**src/rtl/ste_pkg.sv**
```systemverilog
// ----------------------------------------------------------------------------
// ste_pkg
// Shared types, codes and reset values for the sonar trigger/echo sequencer.
// ----------------------------------------------------------------------------
package ste_pkg;

    localparam int NUM_SONARS_DEF = 4;

    // item kinds
    localparam logic [1:0] FUNC_TICK    = 2'd0;
    localparam logic [1:0] FUNC_ECHO    = 2'd1;
    localparam logic [1:0] FUNC_RESTART = 2'd2;

    // register indexes (byte address = 4 * index)
    localparam logic [1:0] REG_REARM_WINDOW    = 2'd0;
    localparam logic [1:0] REG_DEADLINE_OFFSET = 2'd1;
    localparam logic [1:0] REG_LOWER_WINDOW    = 2'd2;

    localparam int PADDR_W = 4;

    localparam logic [15:0] REARM_WINDOW_RST    = 16'd2000;
    localparam logic [15:0] DEADLINE_OFFSET_RST = 16'd20000;
    localparam logic [15:0] LOWER_WINDOW_RST    = 16'd5000;

    localparam int S_TDATA_W = 16;
    localparam int S_TUSER_W = 2;
    localparam int M_TDATA_W = 24;
    localparam int M_TUSER_W = 2;

    typedef struct packed {
        logic [15:0] rearm_window;
        logic [15:0] deadline_offset;
        logic [15:0] lower_window;
    } cfg_t;

    typedef struct packed {
        logic        armed;
        logic        pending_low;
        logic        trig;
        logic [15:0] deadline;
        logic [15:0] pulse_end;
    } seq_state_t;

    typedef struct packed {
        logic        trigger_level;
        logic        reset_pulse;
        logic        range_valid;
        logic [1:0]  range_sonar;
        logic [15:0] range_clocks;
    } result_t;

endpackage

```
**src/rtl/ste_step.sv**
```systemverilog
// ----------------------------------------------------------------------------
// ste_step
// Next-state and result logic for one word: tick, echo or restart.
// ----------------------------------------------------------------------------
module ste_step #(
    parameter int NUM_SONARS = ste_pkg::NUM_SONARS_DEF,
    parameter int IDX_W      = (NUM_SONARS > 1) ? $clog2(NUM_SONARS) : 1
) (
    input  ste_pkg::cfg_t       cfg,
    input  ste_pkg::seq_state_t cur,
    input  logic [IDX_W-1:0]    cur_idx,
    input  logic [1:0]          func,
    input  logic [15:0]         timer_value,
    output ste_pkg::seq_state_t nxt,
    output logic [IDX_W-1:0]    nxt_idx,
    output ste_pkg::result_t    res
);

    localparam logic [IDX_W-1:0] IDX_LAST = IDX_W'(NUM_SONARS - 1);

    ste_pkg::seq_state_t tk;
    logic [IDX_W-1:0]    tk_idx;
    logic [IDX_W+1:0]    idx_ext;
    logic [15:0]         since_dl;
    logic [15:0]         to_dl;
    logic [15:0]         echo_clk;
    logic                fire;

    assign since_dl = timer_value - cur.deadline;
    assign echo_clk = timer_value - cur.pulse_end;
    assign idx_ext  = {2'b00, cur_idx};

    // tick: re-arm, raise, then possibly lower in the same word
    always_comb begin
        tk       = cur;
        tk_idx   = cur_idx;
        if (!cur.armed && (since_dl < cfg.rearm_window)) begin
            tk.armed = 1'b1;
        end
        fire = tk.armed && !tk.pending_low;
        if (fire) begin
            tk.trig        = 1'b1;
            tk.pending_low = 1'b1;
            tk.deadline    = timer_value + cfg.deadline_offset;
            tk_idx         = (cur_idx == IDX_LAST) ? '0 : cur_idx + 1'b1;
        end
        to_dl = tk.deadline - timer_value;
        if (tk.armed && tk.pending_low && (to_dl != 16'd0) && (to_dl < cfg.lower_window)) begin
            tk.trig        = 1'b0;
            tk.armed       = 1'b0;
            tk.pulse_end   = timer_value;
            tk.pending_low = 1'b0;
        end
    end

    always_comb begin
        nxt     = cur;
        nxt_idx = cur_idx;
        res     = '0;
        unique case (func)
            ste_pkg::FUNC_TICK: begin
                nxt     = tk;
                nxt_idx = tk_idx;
            end
            ste_pkg::FUNC_ECHO: begin
                nxt.armed        = 1'b1;
                res.range_valid  = 1'b1;
                res.range_sonar  = idx_ext[1:0];
                res.range_clocks = echo_clk;
            end
            ste_pkg::FUNC_RESTART: begin
                nxt.armed       = 1'b1;
                nxt.pending_low = 1'b0;
                nxt_idx         = '0;
                res.reset_pulse = 1'b1;
            end
            default: begin
                // unused kind: no change
            end
        endcase
        res.trigger_level = nxt.trig;
    end

endmodule

```
**src/rtl/sonar_trigger_echo_sequencer.sv**
```systemverilog
// ----------------------------------------------------------------------------
// sonar_trigger_echo_sequencer
// Round-robin ultrasonic ranging sequencer driven by timer-stamped words.
// ----------------------------------------------------------------------------
// One result word per input word, one word per cycle sustained while results
// are taken. Each word's work is a handful of 16-bit wrapping subtracts and
// compares in ste_step, sitting between the sequencer state and the result
// register. The input side is ready whenever the result register is empty
// or is being taken in the same cycle, so a stalled sink stops intake only
// while its result is held. Input: s_tuser carries the kind (0 tick,
// 1 echo falling edge, 2 restart, 3 no-op), s_tdata the 16-bit timer count.
// A tick may re-arm an idle trigger when the timer lies within rearm_window
// past the deadline, raise the trigger, set deadline = timer +
// deadline_offset and step the sonar index, then lower the trigger once
// 0 < deadline - timer < lower_window, stamping the pulse end time. An echo
// reports timer - pulse end for the current sonar and re-arms. A restart
// flags reset_pulse, re-arms, clears pending_low and the index, keeps trig.
// Registers (APB, write-only effect, readable): 0x0 rearm_window,
// 0x4 deadline_offset, 0x8 lower_window; write them only while idle.
// ----------------------------------------------------------------------------
module sonar_trigger_echo_sequencer #(
    parameter int NUM_SONARS = ste_pkg::NUM_SONARS_DEF
) (
    input  logic                          aclk,
    input  logic                          aresetn,
    // input stream
    input  logic                          s_tvalid,
    output logic                          s_tready,
    input  logic [ste_pkg::S_TDATA_W-1:0] s_tdata,   // [15:0] timer_value
    input  logic [ste_pkg::S_TUSER_W-1:0] s_tuser,   // [1:0] func
    // result stream
    output logic                          m_tvalid,
    input  logic                          m_tready,
    // [0] trigger_level, [2:1] range_sonar, [18:3] range_clocks, [23:19] zero
    output logic [ste_pkg::M_TDATA_W-1:0] m_tdata,
    // [0] reset_pulse, [1] range_valid
    output logic [ste_pkg::M_TUSER_W-1:0] m_tuser,
    // configuration
    input  logic                          psel,
    input  logic                          penable,
    input  logic                          pwrite,
    input  logic [ste_pkg::PADDR_W-1:0]   paddr,
    input  logic [31:0]                   pwdata,
    output logic [31:0]                   prdata,
    output logic                          pready
);

    localparam int IDX_W = (NUM_SONARS > 1) ? $clog2(NUM_SONARS) : 1;

    ste_pkg::cfg_t       cfg_reg;
    ste_pkg::seq_state_t st_reg, st_next;
    logic [IDX_W-1:0]    idx_reg, idx_next;
    ste_pkg::result_t    res_next, res_reg;
    logic                m_tvalid_reg;
    logic                s_accept;
    logic                cfg_wr;
    logic [1:0]          reg_sel;

    // ---- configuration port ----
    assign pready  = 1'b1;
    assign reg_sel = paddr[3:2];
    assign cfg_wr  = psel && penable && pwrite && pready;

    always_ff @(posedge aclk) begin
        if (!aresetn) begin
            cfg_reg.rearm_window    <= ste_pkg::REARM_WINDOW_RST;
            cfg_reg.deadline_offset <= ste_pkg::DEADLINE_OFFSET_RST;
            cfg_reg.lower_window    <= ste_pkg::LOWER_WINDOW_RST;
        end else if (cfg_wr) begin
            unique case (reg_sel)
                ste_pkg::REG_REARM_WINDOW:    cfg_reg.rearm_window    <= pwdata[15:0];
                ste_pkg::REG_DEADLINE_OFFSET: cfg_reg.deadline_offset <= pwdata[15:0];
                ste_pkg::REG_LOWER_WINDOW:    cfg_reg.lower_window    <= pwdata[15:0];
                default: begin
                    // unmapped: ignored
                end
            endcase
        end
    end

    always_comb begin
        unique case (reg_sel)
            ste_pkg::REG_REARM_WINDOW:    prdata = {16'd0, cfg_reg.rearm_window};
            ste_pkg::REG_DEADLINE_OFFSET: prdata = {16'd0, cfg_reg.deadline_offset};
            ste_pkg::REG_LOWER_WINDOW:    prdata = {16'd0, cfg_reg.lower_window};
            default:                      prdata = 32'd0;
        endcase
    end

    // ---- word handshake: result register parts the two sides ----
    assign s_tready = !m_tvalid_reg || m_tready;
    assign s_accept = s_tvalid && s_tready;

    ste_step #(
        .NUM_SONARS (NUM_SONARS),
        .IDX_W      (IDX_W)
    ) u_step (
        .cfg         (cfg_reg),
        .cur         (st_reg),
        .cur_idx     (idx_reg),
        .func        (s_tuser[1:0]),
        .timer_value (s_tdata[15:0]),
        .nxt         (st_next),
        .nxt_idx     (idx_next),
        .res         (res_next)
    );

    // sequencer state moves only on an accepted word
    always_ff @(posedge aclk) begin
        if (!aresetn) begin
            st_reg.armed       <= 1'b1;
            st_reg.pending_low <= 1'b0;
            st_reg.trig        <= 1'b0;
            st_reg.deadline    <= 16'd0;
            st_reg.pulse_end   <= 16'd0;
            idx_reg            <= '0;
        end else if (s_accept) begin
            st_reg  <= st_next;
            idx_reg <= idx_next;
        end
    end

    always_ff @(posedge aclk) begin
        if (!aresetn) begin
            m_tvalid_reg <= 1'b0;
        end else if (s_accept) begin
            m_tvalid_reg <= 1'b1;
        end else if (m_tready) begin
            m_tvalid_reg <= 1'b0;
        end
    end

    // payload: no reset needed
    always_ff @(posedge aclk) begin
        if (s_accept) begin
            res_reg <= res_next;
        end
    end

    assign m_tvalid = m_tvalid_reg;
    assign m_tdata  = {5'd0, res_reg.range_clocks, res_reg.range_sonar, res_reg.trigger_level};
    assign m_tuser  = {res_reg.range_valid, res_reg.reset_pulse};

endmodule

```
**config.mk**
```make
export PLATFORM = sky130hd
export DESIGN_NAME = sonar_trigger_echo_sequencer
export DESIGN_NICKNAME = d
export VERILOG_FILES = /design/src/rtl/ste_pkg.sv /design/src/rtl/ste_step.sv /design/src/rtl/sonar_trigger_echo_sequencer.sv
export SDC_FILE = /design/constraint.sdc
export NUM_CORES = 1
export LEC_CHECK = 0
export BUFFER_PORTS_ARGS = -buffer_cell sky130_fd_sc_hd__buf_2
export CORE_ASPECT_RATIO = 0.75
export CORE_MARGIN = 5
export CORE_UTILIZATION = 52
export DETAILED_ROUTE_END_ITERATION = 10
export GPL_TIMING_DRIVEN = 0
export MAX_ROUTING_LAYER = met4
export PLACE_DENSITY = 0.78
export SYNTH_ARGS = -nofsm -noshare
export SYNTH_HDL_FRONTEND = slang
export SYNTH_SLANG_ARGS = --single-unit
export TNS_END_PERCENT = 10
```
**constraint.sdc**
```tcl
create_clock -name aclk -period 12.9 [get_ports aclk]
set_input_delay 0.645 -clock aclk [delete_from_list [all_inputs] [get_ports aclk]]
set_output_delay 0.645 -clock aclk [all_outputs]
set_load 0.1 [all_outputs]
```
==> results.toml <==
[timing]
max_freq_ghz = 0.107
grt_setup_unrepaired = "no"
final-hold-violation-count = 0
slew_headroom_pct = 35.3
tightestPinTransition_ns = 0.970
setup_tns_ns = 0
finalCritPeriodShare_pct = 72.4
finalCriticalPeriod_ns = 9.34
finClkSkew_ns = 0.00632
setup_violations = 0
drv_slew = 0

[critical_path]
crit_fanout = 10
critical_path_required_ns = 13.19
crit_type = "input pin to register"
critPathSlowestCell = "or4_4"
slowest_delay_ns = 0.58
critPathLaunchType = "input pin"
crit_path_frequent_cell = "ha_1"
arrival_ns = 9.63
cp-end-kind = "register"

[synth]
synth_compound_area_share_pct = 18.6
yosys_warnings = 0
synth_top_family_by_area = "simple AND/OR/NAND/NOR gates"
synth_top_area_share_pct = 20.9
ys_types = 63
synth-simple-area-share_pct = 19.7
synth.area.top_cells = "dfxtp_1 (21%), ha_1 (14%), nand2_1 (8.9%)"
synth_cells = 1051
synth_mux_area_share_pct = 4.99
synthXorXnorAreaFrac_pct = 4.56
yosys.area.top_type = "dfxtp_1"
ys_ff_latch = 107
synth_edf_count = 21
synthAdderAreaFrac_pct = 15.4
async_flop_share_pct = 0
synthFlopType = "dfxtp_1"
syn_area_per_cell_um2 = 7.85
syn_area_um2 = 8250
ys_seq_area_share_pct = 28.5

[power]
p_leak_nw = 4.05
power_density_nw_per_um2 = 120
peakVddDrop_uv = 80.5

[place]
gp_congestion = 0.970
dpl.hpwl_um = 18000
port_buffers = 80
place_area_um2 = 8980

[clock_tree]
cts_tree = "built"
htree_num_levels = 3
cts_made_buffers = 9
postCtsSetupRepairBufs = 0
clkSlewWorstSetupHoldPaths_ns = 0.08
ctsHoldBuffers = 0
clk_latency_ns = 0.36
cts_repair_resize_count = 0
cts_buffer_depth = 2
cts.sinks = 107
cts_root_buf = "clkbuf_16"

[cells_and_area]
diodes = 0
layout_commonest_cell = "nand2_1"
drive_above_1_share_pct = 11.3
final_cell_mix = "nand2_1 (195), inv_1 (95), ha_1 (95)"
design_area_um2 = 9290
area_growth_pct = 12.6
nNetsFinal = 1322
largest_reg_flops = 48

[route]
first_pass_iters = 6
viasPerCell = 5.69
drcViolationCount = 0
ant_nets = 0
drt_iter0_drc = 678
wire_per_inst_um = 16.6
routed-via-count = 7807
wirelength_um = 22800

[grt]
grt_max_degree = 24
grt_first_pass_wirelength_um = 35700
antenna_found_initial = 0
grt_usage_pct = 24.5
overflow = 0
first_global_vias = 7109

[job]
maxCapViolations = 0

[min_path]
hold_path.class = "register to register"

[floorplanning]
die_height_um = 119
coreArea_um2 = 15400
start_util_pct = 53.5
dieWidth_um = 155
dieArea_um2 = 18500
io_pins = 122
rows = 39

[status]
status = "complete, no violations"
==> final cells by class <==
type                       instances  area, µm²
inverter                          96        360
fill                            1456       6130
multi-input combinational        810       5300
tap                              205        256
clock inverter                     7       83.8
timing repair buffer              80        400
clock buffer                       9        225
buffer                            58        315
sequential                       107       2350
==> synthesized netlist by cell type (18+ instances only) <==
cell type  instances
nand3_1           21
o21ai_0           35
edfxtp_1          21
inv_1             95
nand2_1          195
ha_1              95
nor3_1            18
a21oi_1           90
buf_4             22
o211ai_1          18
xnor2_1           34
clkbuf_1          31
nor2_1            49
dfxtp_1           86
mux2i_1           40
==> critical path, delay by kind of cell <==
family	cells	cell delay, ns
AND/OR/NAND/NOR	5	1.34
multiplexers	2	0.51
adder cells (fa/ha/maj)	6	1.77
buffers and inverters	6	1.00
AO/OA/AOI/OAI	16	4.06
XOR/XNOR	2	0.29
==> per-stage QoR <==
step / hold WS [ns] / std cells / utilization, % / power [mW] / worst slack (ns)
CTS: 0.461 / 1372 / 60.3 / 1.11 / 3.75
finish: 0.463 / 1372 / 60.3 / 1.12 / 3.56
global placement: 0.443 / 1356 / 58.3 / 0.809 / 3.57
detailed placement: 0.450 / 1356 / 58.3 / 0.817 / 3.48
global route: 0.476 / 1372 / 60.3 / 1.17 / 3.01
floorplan: 0.435 / 1071 / - / 0.723 / 5.02
==> cells by family (layout without fill, tap and decap cells) <==
group,Yosys count,count (layout)
buf+inv,154,250
xor+xnor,43,43
compound gates,245,245
other cells,2,22
fa+ha+maj,99,99
mux,41,41
flops,107,107
simple gates,360,360
==> final timing paths <==
| path | startpoint | to | slack [ns] | cells past startpoint |
|---|---|---|---|---|
| worst min register to register | st_reg[14] | st_reg[14] | 0.46 | 2 |
| worst min-delay path | st_reg[14] | st_reg[14] | 0.46 | 2 |
| worst max-delay path | s_tdata[0] | st_reg[15] | 3.56 | 37 |
| worst max register to register | st_reg[16] | st_reg[15] | 3.75 | 35 |
==> where the power goes <==
part           internal, mW  switching [mW]
combinational         0.156           0.302
sequential            0.356         0.00708
clock                 0.154           0.141
==> per-layer routing <==
layer  global-route usage [%]  routed length (µm)  vias to the layer above
met4                     6.56                 486                        0
met3                     3.95                2230                       35
met5                        -                   0                        -
met2                     36.2                9610                      361
li1                         -                   -                     3808
met1                     34.8               10500                     3603
Power figures use the tool's default switching activity.
